### config.mk
export PLATFORM = sky130hd
export DESIGN_NAME = polygon_list_fan_triangulator_flat
export DESIGN_NICKNAME = d
export VERILOG_FILES = /design/src/design/plt_pkg.sv /design/src/design/plt_if.sv /design/src/design/plt_csr.sv /design/src/design/plt_parse.sv /design/src/design/plt_queue.sv /design/src/design/polygon_list_fan_triangulator.sv /design/src/flat_wrapper.sv
export SDC_FILE = /design/constraint.sdc
export NUM_CORES = 1
export LEC_CHECK = 0
export BUFFER_PORTS_ARGS = -buffer_cell sky130_fd_sc_hd__buf_2
export CORE_AREA = 3 3 236 238
export DETAILED_ROUTE_END_ITERATION = 6
export DIE_AREA = 0 0 239 241
export PLACE_DENSITY = 0.78
export SLEW_MARGIN = 40
export SYNTH_ARGS = -nofsm -noshare
export SYNTH_HDL_FRONTEND = slang
export SYNTH_HIERARCHICAL = 1
export SYNTH_SLANG_ARGS = --single-unit
### constraint.sdc
create_clock -name clock -period 14.8 [get_ports clock]
set_clock_uncertainty 0.05 [all_clocks]
set_input_delay 2.96 -clock clock [delete_from_list [all_inputs] [get_ports clock]]
set_output_delay 2.96 -clock clock [all_outputs]
set_load 0.005 [all_outputs]
### src/design/plt_pkg.sv
// Shared types and constants for the polygon-list fan triangulator.
// Used by every design file; depends on nothing.
`timescale 1ns / 1ps

package plt_pkg;

   // Parser phase: where the next byte lands in the polygon record.
   typedef enum logic [2:0] {
      PH_CNT_HI = 3'd0,
      PH_CNT_LO = 3'd1,
      PH_IDX_HI = 3'd2,
      PH_IDX_LO = 3'd3,
      PH_EXT_HI = 3'd4,
      PH_EXT_LO = 3'd5
   } phase_type;

   // Kind of a result item.
   typedef enum logic {
      KIND_TRIANGLE = 1'b0,
      KIND_END      = 1'b1
   } kind_type;

   localparam int INDEX_BITS  = 24;
   localparam int CORNER_BITS = 25;
   localparam int TOTAL_BITS  = 24;

   // A high index byte of all ones starts a 24-bit index.
   localparam logic [7:0]            EXT_MARK  = 8'hFF;
   localparam logic [15:0]           MIN_NODES = 16'd3;
   localparam logic [TOTAL_BITS-1:0] TOTAL_MAX = 24'hFFFFFF;

   // Register file decode: one register, word address bit selects it.
   localparam int         CSR_ADDR_BITS  = 3;
   localparam logic [0:0] REG_INDEX_BIAS = 1'b0;

   typedef struct packed {
      kind_type                item_kind;
      logic [CORNER_BITS-1:0]  corner_first;
      logic [CORNER_BITS-1:0]  corner_second;
      logic [CORNER_BITS-1:0]  corner_third;
      logic [TOTAL_BITS-1:0]   triangle_total;
      logic                    run_last;
   } rsp_item_type;

   // Results produced by one input byte: zero, one or two items.
   typedef struct packed {
      logic [1:0]   count;
      rsp_item_type first;
      rsp_item_type second;
   } push_type;

endpackage

### src/design/plt_if.sv
// Channel interfaces for the byte input and the result output.
// Depends on plt_pkg for field widths.
`timescale 1ns / 1ps

interface plt_req_if;
   logic       valid;
   logic       ready;
   logic [7:0] data_byte;
   logic       chunk_last;

   modport source (output valid, data_byte, chunk_last, input ready);
   modport sink   (input valid, data_byte, chunk_last, output ready);
endinterface

interface plt_rsp_if;
   logic                                valid;
   logic                                ready;
   logic                                item_kind;
   logic [plt_pkg::CORNER_BITS-1:0]     corner_first;
   logic [plt_pkg::CORNER_BITS-1:0]     corner_second;
   logic [plt_pkg::CORNER_BITS-1:0]     corner_third;
   logic [plt_pkg::TOTAL_BITS-1:0]      triangle_total;
   logic                                run_last;

   modport source (output valid, item_kind, corner_first, corner_second, corner_third,
                   triangle_total, run_last, input ready);
   modport sink   (input valid, item_kind, corner_first, corner_second, corner_third,
                   triangle_total, run_last, output ready);
endinterface

### src/design/plt_csr.sv
// APB-style register file holding the index bias.
// Depends on plt_pkg for the address decode constants.
`timescale 1ns / 1ps

module plt_csr (
   input  logic                                 clock,
   input  logic                                 reset,
   input  logic                                 psel,
   input  logic                                 penable,
   input  logic                                 pwrite,
   input  logic [plt_pkg::CSR_ADDR_BITS-1:0]    paddr,
   input  logic [31:0]                          pwdata,
   output logic [31:0]                          prdata,
   output logic                                 pready,
   output logic [plt_pkg::INDEX_BITS-1:0]       index_bias
);

   logic [plt_pkg::INDEX_BITS-1:0] bias_ff;
   logic                           sel_bias;
   logic                           wr_en;

   // Address decode on the word index.
   always_comb begin
      unique case (paddr[2])
         plt_pkg::REG_INDEX_BIAS: sel_bias = 1'b1;
         default:                 sel_bias = 1'b0;
      endcase
   end

   assign wr_en  = psel && penable && pwrite && sel_bias;
   assign pready = 1'b1;
   assign prdata = sel_bias ? {8'h00, bias_ff} : 32'h0;
   assign index_bias = bias_ff;

   // Bias register; writes beyond the register list are dropped.
   always_ff @(posedge clock) begin
      if (reset) begin
         bias_ff <= '0;
      end else if (wr_en) begin
         bias_ff <= pwdata[plt_pkg::INDEX_BITS-1:0];
      end
   end

endmodule

### src/design/plt_parse.sv
// Byte parser and fan builder: input register, polygon state and result forming.
// Depends on plt_pkg for phase codes and the result item types.
`timescale 1ns / 1ps

module plt_parse #(
   parameter int COUNT_BITS = 24
) (
   input  logic                              clock,
   input  logic                              reset,
   input  logic                              in_valid,
   output logic                              in_ready,
   input  logic [7:0]                        in_byte,
   input  logic                              in_last,
   input  logic [plt_pkg::INDEX_BITS-1:0]    index_bias,
   input  logic                              room,
   output logic                              push_vld,
   output plt_pkg::push_type                 push
);

   localparam int WideBits = (COUNT_BITS > plt_pkg::TOTAL_BITS) ? COUNT_BITS
                                                                  : plt_pkg::TOTAL_BITS;
   localparam logic [COUNT_BITS-1:0] CountMax = '1;

   // Input register.
   logic       in_vld_ff;
   logic [7:0] in_byte_ff;
   logic       in_last_ff;
   logic       adv;

   // Parser state.
   plt_pkg::phase_type                 phase_ff, phase_in;
   logic [plt_pkg::INDEX_BITS-1:0]     wbuf_ff, wbuf_in;
   logic [15:0]                        nodes_ff, nodes_in;
   logic [1:0]                         seen_ff, seen_in;
   logic                               skip_ff, skip_in;
   logic [plt_pkg::INDEX_BITS-1:0]     pivot_ff, pivot_in;
   logic [plt_pkg::INDEX_BITS-1:0]     prev_ff, prev_in;
   logic [COUNT_BITS-1:0]              count_ff, count_in;

   // Working values.
   logic [15:0]                        cnt_word;
   logic [15:0]                        nodes_dec;
   logic                               ext_start;
   plt_pkg::phase_type                 corner_phase;
   logic                               corner_vld;
   logic [plt_pkg::INDEX_BITS-1:0]     corner_val;
   logic                               made;
   logic [WideBits-1:0]                count_wide;
   logic [plt_pkg::TOTAL_BITS-1:0]     total_sat;
   plt_pkg::rsp_item_type              tri_item;
   plt_pkg::rsp_item_type              end_item;

   assign adv      = in_vld_ff && room;
   assign in_ready = !in_vld_ff || room;

   assign cnt_word     = {wbuf_ff[7:0], in_byte_ff};
   assign nodes_dec    = nodes_ff - 16'd1;
   assign ext_start    = (wbuf_ff[7:0] == plt_pkg::EXT_MARK);
   assign corner_phase = (nodes_dec == 16'd0) ? plt_pkg::PH_CNT_HI : plt_pkg::PH_IDX_HI;

   // Next phase. A chunk end always returns to the node count.
   always_comb begin
      phase_in = phase_ff;
      unique case (phase_ff)
         plt_pkg::PH_CNT_LO:
            phase_in = (cnt_word == 16'd0) ? plt_pkg::PH_CNT_HI : plt_pkg::PH_IDX_HI;
         plt_pkg::PH_IDX_HI: phase_in = plt_pkg::PH_IDX_LO;
         plt_pkg::PH_IDX_LO: phase_in = ext_start ? plt_pkg::PH_EXT_HI : corner_phase;
         plt_pkg::PH_EXT_HI: phase_in = plt_pkg::PH_EXT_LO;
         plt_pkg::PH_EXT_LO: phase_in = corner_phase;
         default:            phase_in = plt_pkg::PH_CNT_LO;
      endcase
      if (in_last_ff) begin
         phase_in = plt_pkg::PH_CNT_HI;
      end
   end

   // Byte decode and corner assembly.
   always_comb begin
      wbuf_in    = wbuf_ff;
      nodes_in   = nodes_ff;
      seen_in    = seen_ff;
      skip_in    = skip_ff;
      corner_vld = 1'b0;
      corner_val = '0;
      case (phase_ff)
         plt_pkg::PH_CNT_LO: begin
            nodes_in = cnt_word;
            seen_in  = 2'd0;
            skip_in  = (cnt_word < plt_pkg::MIN_NODES);
         end
         plt_pkg::PH_IDX_HI: wbuf_in = {16'h0000, in_byte_ff};
         plt_pkg::PH_IDX_LO: begin
            if (ext_start) begin
               wbuf_in = {in_byte_ff, 16'h0000};
            end else begin
               corner_vld = 1'b1;
               corner_val = {8'h00, wbuf_ff[7:0], in_byte_ff};
            end
         end
         plt_pkg::PH_EXT_HI: wbuf_in = {wbuf_ff[23:16], in_byte_ff, 8'h00};
         plt_pkg::PH_EXT_LO: begin
            corner_vld = 1'b1;
            corner_val = {wbuf_ff[23:8], in_byte_ff};
         end
         default: wbuf_in = {16'h0000, in_byte_ff};
      endcase
      if (corner_vld) begin
         nodes_in = nodes_dec;
      end
      if (in_last_ff) begin
         wbuf_in  = '0;
         nodes_in = '0;
         seen_in  = '0;
         skip_in  = 1'b0;
      end
      if (corner_vld && !skip_ff && (seen_ff == 2'd0)) begin
         seen_in = in_last_ff ? 2'd0 : 2'd1;
      end else if (corner_vld && !skip_ff && (seen_ff == 2'd1)) begin
         seen_in = in_last_ff ? 2'd0 : 2'd2;
      end
   end

   // Fan: pivot, then previous, then one triangle per further corner.
   always_comb begin
      pivot_in = pivot_ff;
      prev_in  = prev_ff;
      count_in = count_ff;
      made     = 1'b0;
      if (corner_vld && !skip_ff) begin
         case (seen_ff)
            2'd0:    pivot_in = corner_val;
            2'd1:    prev_in  = corner_val;
            default: begin
               made    = 1'b1;
               prev_in = corner_val;
               if (count_ff != CountMax) begin
                  count_in = count_ff + COUNT_BITS'(1);
               end
            end
         endcase
      end
   end

   // Total saturates to the output width.
   assign count_wide = WideBits'(count_in);
   assign total_sat  = (count_wide > WideBits'(plt_pkg::TOTAL_MAX))
                       ? plt_pkg::TOTAL_MAX : count_wide[plt_pkg::TOTAL_BITS-1:0];

   // Result items for this byte.
   always_comb begin
      tri_item.item_kind      = plt_pkg::KIND_TRIANGLE;
      tri_item.corner_first   = {1'b0, pivot_ff} + {1'b0, index_bias};
      tri_item.corner_second  = {1'b0, prev_ff} + {1'b0, index_bias};
      tri_item.corner_third   = {1'b0, corner_val} + {1'b0, index_bias};
      tri_item.triangle_total = '0;
      tri_item.run_last       = !in_last_ff;

      end_item.item_kind      = plt_pkg::KIND_END;
      end_item.corner_first   = '0;
      end_item.corner_second  = '0;
      end_item.corner_third   = '0;
      end_item.triangle_total = total_sat;
      end_item.run_last       = 1'b1;

      push.count  = 2'(made) + 2'(in_last_ff);
      push.first  = made ? tri_item : end_item;
      push.second = end_item;
   end

   assign push_vld = adv;

   // Input register.
   always_ff @(posedge clock) begin
      if (reset) begin
         in_vld_ff <= 1'b0;
      end else if (in_ready) begin
         in_vld_ff <= in_valid;
      end
      if (in_valid && in_ready) begin
         in_byte_ff <= in_byte;
         in_last_ff <= in_last;
      end
   end

   // Parser state registers; a chunk end clears everything.
   always_ff @(posedge clock) begin
      if (reset) begin
         phase_ff <= plt_pkg::PH_CNT_HI;
         wbuf_ff  <= '0;
         nodes_ff <= '0;
         seen_ff  <= '0;
         skip_ff  <= 1'b0;
         pivot_ff <= '0;
         prev_ff  <= '0;
         count_ff <= '0;
      end else if (adv) begin
         phase_ff <= phase_in;
         wbuf_ff  <= wbuf_in;
         nodes_ff <= nodes_in;
         seen_ff  <= seen_in;
         skip_ff  <= skip_in;
         pivot_ff <= in_last_ff ? '0 : pivot_in;
         prev_ff  <= in_last_ff ? '0 : prev_in;
         count_ff <= in_last_ff ? '0 : count_in;
      end
   end

endmodule

### src/design/plt_queue.sv
// Four-entry result queue taking up to two items per cycle and giving one.
// Depends on plt_pkg for the result item types.
`timescale 1ns / 1ps

module plt_queue (
   input  logic                    clock,
   input  logic                    reset,
   input  logic                    push_vld,
   input  plt_pkg::push_type       push,
   output logic                    room,
   output logic                    out_valid,
   input  logic                    out_ready,
   output plt_pkg::rsp_item_type   out_item
);

   localparam int QDepth  = 4;
   localparam int PtrBits = $clog2(QDepth);
   localparam int LvlBits = PtrBits + 1;

   plt_pkg::rsp_item_type     mem_ff [QDepth];
   logic [PtrBits-1:0]        wp_ff, wp_in;
   logic [PtrBits-1:0]        rp_ff, rp_in;
   logic [LvlBits-1:0]        level_ff, level_in;
   logic [1:0]                pushes;
   logic                      pop;

   // Room for the worst case of two items from one byte.
   assign room      = (level_ff <= LvlBits'(QDepth - 2));
   assign out_valid = (level_ff != '0);
   assign out_item  = mem_ff[rp_ff];

   assign pushes   = push_vld ? push.count : 2'd0;
   assign pop      = out_valid && out_ready;
   assign wp_in    = wp_ff + PtrBits'(pushes);
   assign rp_in    = rp_ff + PtrBits'(pop);
   assign level_in = level_ff + LvlBits'(pushes) - LvlBits'(pop);

   // Pointers and fill level.
   always_ff @(posedge clock) begin
      if (reset) begin
         wp_ff    <= '0;
         rp_ff    <= '0;
         level_ff <= '0;
      end else begin
         wp_ff    <= wp_in;
         rp_ff    <= rp_in;
         level_ff <= level_in;
      end
   end

   // Item storage.
   always_ff @(posedge clock) begin
      if (pushes != 2'd0) begin
         mem_ff[wp_ff] <= push.first;
      end
      if (pushes == 2'd2) begin
         mem_ff[wp_ff + PtrBits'(1)] <= push.second;
      end
   end

endmodule

### src/design/polygon_list_fan_triangulator.sv
// Top level of the polygon-list fan triangulator: register file, parser and result queue.
// Depends on plt_pkg, plt_if, plt_csr, plt_parse and plt_queue.
//
//   Channel  Direction  Payload
//   req_ch   in         data_byte[7:0], chunk_last
//   rsp_ch   out        item_kind, corner_first/second/third[24:0], triangle_total[23:0],
//                       run_last
//   csr_*    in         APB write/read of index_bias at byte address 0
//
// One byte is taken every cycle while the queue has room; its first result passes the
// input register and the queue. A byte that yields two items (triangle and end item)
// fills two queue slots; the four-entry queue takes a byte whenever at least two slots
// are free. Reset is synchronous and returns the parser to the node count with an empty
// queue. A stalled output fills the queue and then holds req_ch.ready low.
`timescale 1ns / 1ps

module polygon_list_fan_triangulator #(
   parameter int COUNT_BITS = 24
) (
   input  logic                              clock,
   input  logic                              reset,
   plt_req_if.sink                           req_ch,
   plt_rsp_if.source                         rsp_ch,
   input  logic                              csr_psel,
   input  logic                              csr_penable,
   input  logic                              csr_pwrite,
   input  logic [plt_pkg::CSR_ADDR_BITS-1:0] csr_paddr,
   input  logic [31:0]                       csr_pwdata,
   output logic [31:0]                       csr_prdata,
   output logic                              csr_pready
);

   logic [plt_pkg::INDEX_BITS-1:0] index_bias;
   logic                           room;
   logic                           push_vld;
   plt_pkg::push_type              push;
   plt_pkg::rsp_item_type          out_item;

   plt_csr u_csr (
      .clock      (clock),
      .reset      (reset),
      .psel       (csr_psel),
      .penable    (csr_penable),
      .pwrite     (csr_pwrite),
      .paddr      (csr_paddr),
      .pwdata     (csr_pwdata),
      .prdata     (csr_prdata),
      .pready     (csr_pready),
      .index_bias (index_bias)
   );

   plt_parse #(
      .COUNT_BITS (COUNT_BITS)
   ) u_parse (
      .clock      (clock),
      .reset      (reset),
      .in_valid   (req_ch.valid),
      .in_ready   (req_ch.ready),
      .in_byte    (req_ch.data_byte),
      .in_last    (req_ch.chunk_last),
      .index_bias (index_bias),
      .room       (room),
      .push_vld   (push_vld),
      .push       (push)
   );

   plt_queue u_queue (
      .clock     (clock),
      .reset     (reset),
      .push_vld  (push_vld),
      .push      (push),
      .room      (room),
      .out_valid (rsp_ch.valid),
      .out_ready (rsp_ch.ready),
      .out_item  (out_item)
   );

   // Result fields.
   assign rsp_ch.item_kind      = out_item.item_kind;
   assign rsp_ch.corner_first   = out_item.corner_first;
   assign rsp_ch.corner_second  = out_item.corner_second;
   assign rsp_ch.corner_third   = out_item.corner_third;
   assign rsp_ch.triangle_total = out_item.triangle_total;
   assign rsp_ch.run_last       = out_item.run_last;

   // An end item always closes the run of its byte.
   a_end_is_run_last : assert property (@(posedge clock) disable iff (reset)
      rsp_ch.valid && (rsp_ch.item_kind == plt_pkg::KIND_END) |-> rsp_ch.run_last)
      else $error("end item without run_last");

   // An end item carries no corners; a triangle carries no total.
   a_end_no_corners : assert property (@(posedge clock) disable iff (reset)
      rsp_ch.valid && (rsp_ch.item_kind == plt_pkg::KIND_END) |->
      (rsp_ch.corner_first == '0) && (rsp_ch.corner_second == '0) &&
      (rsp_ch.corner_third == '0))
      else $error("end item with corner data");

   a_tri_no_total : assert property (@(posedge clock) disable iff (reset)
      rsp_ch.valid && (rsp_ch.item_kind == plt_pkg::KIND_TRIANGLE) |->
      (rsp_ch.triangle_total == '0))
      else $error("triangle item with a total");

   // The queue is empty right after reset.
   a_reset_empty : assert property (@(posedge clock)
      reset |=> !rsp_ch.valid)
      else $error("result valid after reset");

endmodule

### src/flat_wrapper.sv
// flat-port wrapper written by rule: the top's interface ports become plain ports
module polygon_list_fan_triangulator_flat 
#(
   parameter int COUNT_BITS = 24
)
  (clock, reset, csr_psel, csr_penable, csr_pwrite, csr_paddr, csr_pwdata, csr_prdata, csr_pready, req_ch_valid, req_ch_data_byte, req_ch_chunk_last, req_ch_ready, rsp_ch_valid, rsp_ch_item_kind, rsp_ch_corner_first, rsp_ch_corner_second, rsp_ch_corner_third, rsp_ch_triangle_total, rsp_ch_run_last, rsp_ch_ready);
  plt_req_if req_ch_i ();
  plt_rsp_if rsp_ch_i ();
  input  logic clock;
  input  logic reset;
  input  logic csr_psel;
  input  logic csr_penable;
  input  logic csr_pwrite;
  input  logic [plt_pkg::CSR_ADDR_BITS-1:0] csr_paddr;
  input  logic [31:0] csr_pwdata;
  output logic [31:0] csr_prdata;
  output logic csr_pready;
  input wire logic [$bits(req_ch_i.valid)-1:0] req_ch_valid;
  input wire logic [$bits(req_ch_i.data_byte)-1:0] req_ch_data_byte;
  input wire logic [$bits(req_ch_i.chunk_last)-1:0] req_ch_chunk_last;
  output wire logic [$bits(req_ch_i.ready)-1:0] req_ch_ready;
  output wire logic [$bits(rsp_ch_i.valid)-1:0] rsp_ch_valid;
  output wire logic [$bits(rsp_ch_i.item_kind)-1:0] rsp_ch_item_kind;
  output wire logic [$bits(rsp_ch_i.corner_first)-1:0] rsp_ch_corner_first;
  output wire logic [$bits(rsp_ch_i.corner_second)-1:0] rsp_ch_corner_second;
  output wire logic [$bits(rsp_ch_i.corner_third)-1:0] rsp_ch_corner_third;
  output wire logic [$bits(rsp_ch_i.triangle_total)-1:0] rsp_ch_triangle_total;
  output wire logic [$bits(rsp_ch_i.run_last)-1:0] rsp_ch_run_last;
  input wire logic [$bits(rsp_ch_i.ready)-1:0] rsp_ch_ready;
  assign req_ch_i.valid = req_ch_valid;
  assign req_ch_i.data_byte = req_ch_data_byte;
  assign req_ch_i.chunk_last = req_ch_chunk_last;
  assign req_ch_ready = req_ch_i.ready;
  assign rsp_ch_valid = rsp_ch_i.valid;
  assign rsp_ch_item_kind = rsp_ch_i.item_kind;
  assign rsp_ch_corner_first = rsp_ch_i.corner_first;
  assign rsp_ch_corner_second = rsp_ch_i.corner_second;
  assign rsp_ch_corner_third = rsp_ch_i.corner_third;
  assign rsp_ch_triangle_total = rsp_ch_i.triangle_total;
  assign rsp_ch_run_last = rsp_ch_i.run_last;
  assign rsp_ch_i.ready = rsp_ch_ready;
  polygon_list_fan_triangulator #(.COUNT_BITS(COUNT_BITS)) u_core (.clock(clock), .reset(reset), .req_ch(req_ch_i), .rsp_ch(rsp_ch_i), .csr_psel(csr_psel), .csr_penable(csr_penable), .csr_pwrite(csr_pwrite), .csr_paddr(csr_paddr), .csr_pwdata(csr_pwdata), .csr_prdata(csr_prdata), .csr_pready(csr_pready));
endmodule
==> key figures, run 1 <==
Critical path
  – CP Launch Type: input port
  – WP data arrival: roughly 3.7 ns
  – Setup Crit Path Kind: input port to output pin
  – Critical Path RT: 11.79 ns
  – Cells on worst reg2reg path: 19
  – CP endpoint kind: output pin
  – CP Max Fanout: 25

Timing
  – TNS Setup: 0 ns
  – Final Hold Fails: 0
  – Final Max Tran Viols: 0
  – Final setup fails: 0
  – Fin crit period: 6.67 ns
  – Unrepaired setup endpoints after global routing: false
  – Setup WS post-layout: about 8 ns
  – Slew @ Worst Pin: roughly 0.92 ns
  – Final worst-path cycle share: 0.451
  – Fin Hold WS: ~0.42 ns
  – FMAX: 150 MHz
  – Slew headroom: 0.387

Placement
  – I/O Buffers: between 150 and 200
  – Worst slack, placed: approximately 8.1 ns
  – DP Area: around 33000 µm²
  – GP Congestion: 0.917
  – Final HPWL DP: between 40 and 50 mm

Power
  – Worst IR drop on VDD: 0.0885 mV
  – Pleak: 13.4 nW
  – PD cells: 110 nW/µm²
  – Total power: between 0.003 and 0.004 W

Clock network
  – Clock Path Buffers: 3
  – Post-CTS sizing: 0
  – H-Tree Depth: 2
  – Root Buffer Master: clkbuf_16
  – Hold_buf cts: 0
  – Clock transition at path regs: approximately 0.060 ns
  – Num CTS Buffers: between 50 and 60
  – Post CTS Setup Buffer Count: 0
  – CTS Sinks: about 560
  – CTS tree: built
  – Worst-skew pair later-pin latency: slightly above 0.6 ns

Global route
  – Initial antenna violation count: 1
  – Global-route wire length before repair: ~120 mm
  – Vias in the first global route: around 22k
  – Gr usage total: 0.275
  – Largest net degree at the start of global routing: 120
  – Grt ovf: 0

Final layout
  – # fillers: between 4k and 5k
  – Area Overhead vs Synth: 8.74%
  – Diode count: 0
  – Fin nets: 2834
  – Fraction of layout cells with a size suffix above 1: 0.311
  – Final Instance Area: around 35000 µm²

Outcome
  – Status: complete, no violations

Routing
  – Initial drt markers: around 1.8k
  – Wire length per cell: ~23 µm
  – Antenna viol nets, final: 0
  – DRT Pass-1 Iters: 5
  – DRC viols: 0
  – Via density: a little over 6
  – Wirelength, routed: between 70 and 80 mm
  – Total number of vias: around 21k

Yosys
  – Synth Register Bits: between 500 and 600
  – Post-synth EDFFs: 413
  – Register area share after synthesis: 0.479
  – Asr flop ratio synth: 0
  – YS warnings: 6
  – Synth Flop Type: edfxtp_1
  – Average instance area after synthesis: approximately 12 µm²
  – Cell Area, Synth: 32200 µm²
  – Synthesized instance count: 2612
  – Distinct cell type count after synthesis: 95

Die
  – Chip Width: around 240 µm
  – I/O pins: approximately 190
  – Die area: 57600 µm²
  – Core area: about 54000 µm²
  – Die height: ~240 µm
  – FP Rows: 85
  – Initial core utilization: 0.598

Flow run
  – Number of max-cap violations: 0

Hold path
  – Hold path cells: 2
  – HP Class: register to register
-- worst max-delay path: stages --
cell     delay [ns]
buf_2          0.32
and2b_2        0.26
buf_2          0.12
-- stage by stage --
step	util	std cells
final	0.650	3455
after global routing	0.650	3455
after CTS	0.650	3454
after detailed placement	0.614	3346
after global placement	0.612	3344
after floorplan	-	2694
-- routing by layer --
layer  GRT usage  vias to the layer above  wire length (µm)
li1            -                     9875                 -
met1       0.363                    10600             33000
met2       0.469                      789             38900
met3      0.0318                      174              4560
met4       0.107                        0              2860
met5           0                        -                 0
-- cells by family (layout without fill, tap and decap cells) --
logic type,after synthesis,count (layout),share of synthesized area
AND/OR/NAND/NOR,676,676,0.104
buffers and inverters,278,343,0.0519
other,4,86,0.000467
adder cells (fa/ha/maj),74,74,0.0296
multiplexers,541,541,0.234
AO/OA/AOI/OAI,408,408,0.0828
XOR/XNOR,68,68,0.0185
flip-flops,563,563,0.479
-- power by group --
group,internal [W],switching (W),leakage [nW],total [W]
sequential,0.00172,0.0000576,5.00,0.00178
combinational,0.000292,0.000308,7.44,0.000600
clock,0.000844,0.000624,0.953,0.00147
-- Yosys cell counts (all sizes together) (5+ instances only) --
| library cell | count | area [µm²] |
|---|---|---|
| edfxtp | 413 | 12400 |
| mux2 | 407 | 4920 |
| nor2 | 224 | 843 |
| a21oi | 166 | 838 |
| buf | 161 | 1230 |
| dfxtp | 150 | 3000 |
| nand2 | 119 | 447 |
| mux4 | 101 | 2270 |
| clkbuf | 84 | 315 |
| nor3 | 72 | 365 |
| ha | 68 | 851 |
| nand2b | 58 | 363 |
| o21ai | 54 | 274 |
| and2 | 51 | 319 |
| nand3 | 43 | 215 |
| xnor2 | 43 | 377 |
| a22oi | 34 | 255 |
| inv | 33 | 124 |
| mux2i | 33 | 330 |
| nor2b | 25 | 156 |
| xor2 | 25 | 219 |
| a21o | 24 | 180 |
| and3 | 23 | 149 |
| a211oi | 16 | 143 |
| a31oi | 15 | 100 |
| nor4 | 12 | 75.1 |
| o21bai | 12 | 90.1 |
| nand4 | 11 | 75.1 |
| o31ai | 11 | 82.6 |
| o211ai | 10 | 75.1 |
| nor3b | 9 | 72.6 |
| o21a | 9 | 67.6 |
| or2 | 8 | 50.1 |
| a2111oi | 6 | 58.8 |
| a22o | 6 | 52.6 |
| and2b | 5 | 42.5 |
| nand3b | 5 | 62.6 |
| o41ai | 5 | 51.3 |
-- layout make-up --
| class | instances | area [µm²] | share of cell area |
|---|---|---|---|
| clock buffers | 79 | 1670 | 0.0476 |
| clock inverters | 29 | 267 | 0.00762 |
| well taps | 696 | 871 | 0.0249 |
| repair buffers | 202 | 1160 | 0.0332 |
| flip-flops and latches | 563 | 15400 | 0.441 |
| inverters | 33 | 124 | 0.00354 |
| multi-input cells | 1853 | 15500 | 0.443 |
-- path summary, 6_finish.rpt --
kind	endpoint	startpoint	slack, ns
worst max-delay path	csr_prdata[1]	csr_paddr[2]	8.13
worst min register to register	u_core/u_parse/pivot_ff[22]	u_core/u_parse/pivot_ff[22]	0.42
worst max register to register	u_core/u_queue/mem_ff[2][47]	u_core/u_parse/phase_ff[0]	8.69
worst min-delay path	u_core/u_parse/pivot_ff[22]	u_core/u_parse/pivot_ff[22]	0.42
-- registers in the layout, indices dropped and copies added, names as in the netlist, 3 cells and up --
name / cells
u_core/u_parse/nodes_ff: 16
u_core/u_queue/level_ff: 3
u_core/u_parse/count_ff: 24
u_core/u_parse/phase_ff: 3
u_core/u_parse/wbuf_ff: 24
u_core/u_parse/in_byte_ff: 8
u_core/u_queue/mem_ff: 404
u_core/u_parse/pivot_ff: 24
u_core/u_csr/index_bias: 24
u_core/u_parse/prev_ff: 24
-- cells in the final DEF, fill, tap and decap left out, types with 33 or more instances in the layout --
cell type	Yosys	routed
ha_1	68	68
dfxtp_1	150	148
edfxtp_1	413	413
nand2b_1	58	58
mux2_2	317	317
and2_1	50	50
nor2_1	223	218
a21oi_1	164	164
mux4_2	101	101
o21ai_0	46	44
mux2i_1	33	33
mux2_4	90	90
conb_1	4	86
buf_2	43	166
nand3_1	43	43
nor3_1	71	70
a22oi_1	34	34
nand2_1	119	118
xnor2_1	43	43
clkbuf_16	0	62
No activity file was read; power rests on OpenSTA's default activity.
==> run 2: changes to the inputs <==
--- a/config.mk
+++ b/config.mk
@@ -5,10 +5,11 @@
 export SDC_FILE = /design/constraint.sdc
 export NUM_CORES = 1
 export LEC_CHECK = 0
+export ABC_AREA = 1
 export BUFFER_PORTS_ARGS = -buffer_cell sky130_fd_sc_hd__buf_2
-export CORE_AREA = 3 3 236 238
+export CORE_AREA = 3 3 242 244
 export DETAILED_ROUTE_END_ITERATION = 6
-export DIE_AREA = 0 0 239 241
+export DIE_AREA = 0 0 245 247
 export PLACE_DENSITY = 0.78
 export SLEW_MARGIN = 40
 export SYNTH_ARGS = -nofsm -noshare
==> constraint.sdc (replaced) <==
create_clock -name clock -period 6.76 [get_ports clock]
set_clock_uncertainty 0.05 [all_clocks]
set_input_delay 1.352 -clock clock [delete_from_list [all_inputs] [get_ports clock]]
set_output_delay 1.352 -clock clock [all_outputs]
set_load 0.005 [all_outputs]
==> key figures, run 2 <==
Outcome
  – Status: complete, no violations

Routing
  – Wire length per cell: 18.1 µm (-21%)
  – Via density: 5.69 (-8.4%)
  – DRC viols: 0 (unchanged)
  – Wirelength, routed: 89.9 mm (+13%)
  – DRT Pass-1 Iters: 6 (+1)
  – Initial drt markers: 2807 (+59%)
  – Total number of vias: 28.3k (+32%)
  – Antenna viol nets, final: 0 (unchanged)

Final layout
  – Max reg flops: 404 (unchanged)
  – # fillers: 4723 (+18%)
  – Area Overhead vs Synth: 6.74%
  – Fin nets: 4296 (+52%)
  – Reg with most FFs: u_core/u_queue/mem_ff
  – Fraction of layout cells with a size suffix above 1: 0.145 (-0.166)
  – Final Instance Area: 36200 µm² (+3.4%)
  – Most common cell after layout, fill and taps aside: nand2_1
  – Commonest cells after routing, fill and taps aside: 874 x nand2_1, 533 x nor2_1, 413 x edfxtp_1, 407 x o21ai_0, 365 x inv_1
  – Final Util: 0.640 (-0.00970)

Yosys
  – Distinct cell type count after synthesis: 57 (-40%)
  – Synth area leader: edfxtp_1
  – Top post-synthesis cells by area: edfxtp_1 37%, nand2_1 9.7%, dfxtp_1 8.9%
  – Register area share after synthesis: 0.455 (-0.0244)
  – Synth Register Bits: 563 (unchanged)
  – YS warnings: 6 (unchanged)
  – Cell Area, Synth: 33900 µm² (+5.4%)
  – Synthesized instance count: 4142 (+59%)
  – Synth top area share: 0.366 (-0.0196)
  – Post-synth EDFFs: 413 (unchanged)
  – Most frequent cell after synthesis: nand2_1
  – Synth Flop Type: edfxtp_1
  – Top cells by count, synth: 878 x nand2_1, 533 x nor2_1, 413 x edfxtp_1
  – Asr flop ratio synth: 0 (unchanged)
  – Average instance area after synthesis: 8.18 µm² (-34%)

Critical path
  – Reg-to-reg endpoint: u_core/u_queue/mem_ff[3][44]
  – CP peak stage delay: 0.52 ns (+0.20 ns)
  – Slowest library cell on the worst path: inv_1
  – R2r setup slk: 1.99 ns (-6.70 ns)
  – Critical Path Start: u_core/u_parse/phase_ff[0]
  – CP Launch Type: register
  – Cells on worst reg2reg path: 28 (+9)
  – Most numerous cell on the critical path: nand2_1
  – Crit path capture: u_core/u_queue/mem_ff[3][44]
  – Critical Path RT: 7.17 ns (-4.62 ns)
  – Setup Crit Path Kind: register to register
  – WP data arrival: 5.18 ns (+1.52 ns)
  – CP Max Fanout: 29 (+16%)
  – R2r startpoint: u_core/u_parse/phase_ff[0]
  – CP endpoint kind: register

Timing
  – TNS Setup: 0 ns (unchanged)
  – Final Hold Fails: 0 (unchanged)
  – Fin Hold WS: 0.434 ns (+0.0164 ns)
  – Final setup fails: 0 (unchanged)
  – Unrepaired setup endpoints after global routing: false
  – Slew @ Worst Pin: 0.883 ns (-0.0347 ns)
  – Final Max Tran Viols: 0 (unchanged)
  – Setup WS post-layout: 1.99 ns (-6.14 ns)
  – Fin crit period: 4.77 ns
  – FMAX: around 210 MHz
  – Slew headroom: 0.411 (+0.0236)
  – Final worst-path cycle share: 0.706

Clock network
  – Worst-skew pair later-pin latency: 0.63 ns (about the same)
  – CTS tree: built
  – Num CTS Buffers: 58 (unchanged)
  – Post CTS Setup Buffer Count: 0 (unchanged)
  – Clock Path Buffers: 3 (unchanged)
  – Hold_buf cts: 0 (unchanged)
  – H-Tree Depth: 2 (unchanged)
  – Post-CTS sizing: 0 (unchanged)
  – Clock transition at path regs: 0.06 ns (about the same)
  – Root Buffer Master: clkbuf_16
  – CTS Sinks: 563 (unchanged)

Global route
  – Global-route wire length before repair: 140 mm (+13%)
  – Vias in the first global route: 26.1k (+19%)
  – Gr usage total: 0.293 (+0.0183)
  – Initial antenna violation count: 0 (-1)
  – Grt ovf: 0 (unchanged)
  – Largest net degree at the start of global routing: 116 (-3.3%)

Placement
  – GP Congestion: 0.953 (+3.9%)
  – Final HPWL DP: 58.4 mm (+17%)
  – I/O Buffers: 167 (unchanged)
  – DP Area: 34200 µm² (+3.6%)
  – Worst slack, placed: 2.04 ns (-6.09 ns)

Die
  – I/O pins: 187 (unchanged)
  – Die area: 60500 µm² (+5.1%)
  – Die height: 247 µm (+2.5%)
  – Initial core utilization: 0.600 (+0.00215)
  – Chip Width: 245 µm (+2.5%)
  – FP Rows: 87 (+2.4%)
  – Core area: 56500 µm² (+5.0%)

Power
  – Pleak: 14.0 nW (+4.9%)
  – Worst IR drop on VDD: 0.234 mV (+160%)
  – PD cells: 247 nW/µm² (+120%)

Flow run
  – Number of max-cap violations: 0 (unchanged)

Hold path
  – HP Class: register to register
run 2: cell count changes in the layout (fill, tap and decap cells not counted), sizes merged, moves of 33 or more:
cell    previous run  this run
o21ai             54       765
o22ai              0       101
and2              51         4
inv               37       387
nand2b            58         0
nand3             43       129
nand2            119       888
mux2             407         0
nor2             224       557
a22oi             34         0
nor3              72        30
mux2i             33         0
mux4             101         0
run 2: per-stage QoR:
| step | total power [W] | instances |
|---|---|---|
| 2_1_floorplan | 0.00507 | 4224 |
| 3_3_place_gp | 0.00569 | 4868 |
| 3_5_place_dp | 0.00573 | 4869 |
| 4_1_cts | 0.00895 | 4975 |
| 5_1_grt | 0.00929 | 4975 |
| 6_report | 0.00893 | 4976 |
run 2: cell type report:
class / instances / area [µm²] / share of cell area
diodes: 1 / 2.50 / 0.0000692
clock inverters: 32 / 334 / 0.00923
repair buffers: 200 / 1190 / 0.0330
clock buffers: 74 / 1590 / 0.0441
well taps: 756 / 946 / 0.0261
inverters: 387 / 1460 / 0.0404
multi-input cells: 2963 / 15200 / 0.421
flip-flops and latches: 563 / 15400 / 0.426
run 2: worst min path at each step:
stage | startpoint | to | slack, ns | depth (start not counted)
4_1_cts | u_core/u_parse/nodes_ff[11] | u_core/u_parse/nodes_ff[11] | 0.43 | 2
3_3_place_gp | u_core/u_parse/prev_ff[15] | u_core/u_parse/prev_ff[15] | 0.42 | 2
3_5_place_dp | u_core/u_parse/nodes_ff[11] | u_core/u_parse/nodes_ff[11] | 0.42 | 2
6_report | u_core/u_parse/nodes_ff[11] | u_core/u_parse/nodes_ff[11] | 0.43 | 2
2_1_floorplan | u_core/u_parse/nodes_ff[5] | u_core/u_parse/nodes_ff[5] | 0.40 | 2
5_1_grt | u_core/u_parse/nodes_ff[11] | u_core/u_parse/nodes_ff[11] | 0.46 | 2
run 2: logic make-up after synthesis:
family / count (synthesis) / share of synthesized area
XOR/XNOR: 47 / 0.0130
other: 4 / 0.000443
flip-flops: 563 / 0.455
AO/OA/AOI/OAI: 1121 / 0.201
adder cells (fa/ha/maj): 72 / 0.0275
buffers and inverters: 698 / 0.107
AND/OR/NAND/NOR: 1637 / 0.196
run 2: layer usage:
layer / up-vias / GRT usage / part of all wire
li1: 13800 / - / -
met1: 13100 / 0.404 / 0.42
met2: 1244 / 0.476 / 0.46
met3: 155 / 0.0463 / 0.088
met4: 0 / 0.0940 / 0.029
met5: - / 0 / 0
run 2: critical path, delay by kind of cell (launching register included):
| family | cells | cell delay (ns) |
|---|---|---|
| DFF | 1 | 0.43 |
| and+or+nand+nor | 19 | 2.67 |
| adders and majority gates | 1 | 0.28 |
| AOI/OAI and AO/OA | 2 | 0.23 |
| buffers and inverters | 6 | 0.94 |
run 2: power by group:
| part | internal (W) | leakage, nW | switching (W) |
|---|---|---|---|
| Clock | 0.00189 | 0.946 | 0.00136 |
| Combinational | 0.000560 | 7.93 | 0.00120 |
| Sequential | 0.00382 | 5.16 | 0.0000989 |
| Total | 0.00627 | 14.0 | 0.00266 |
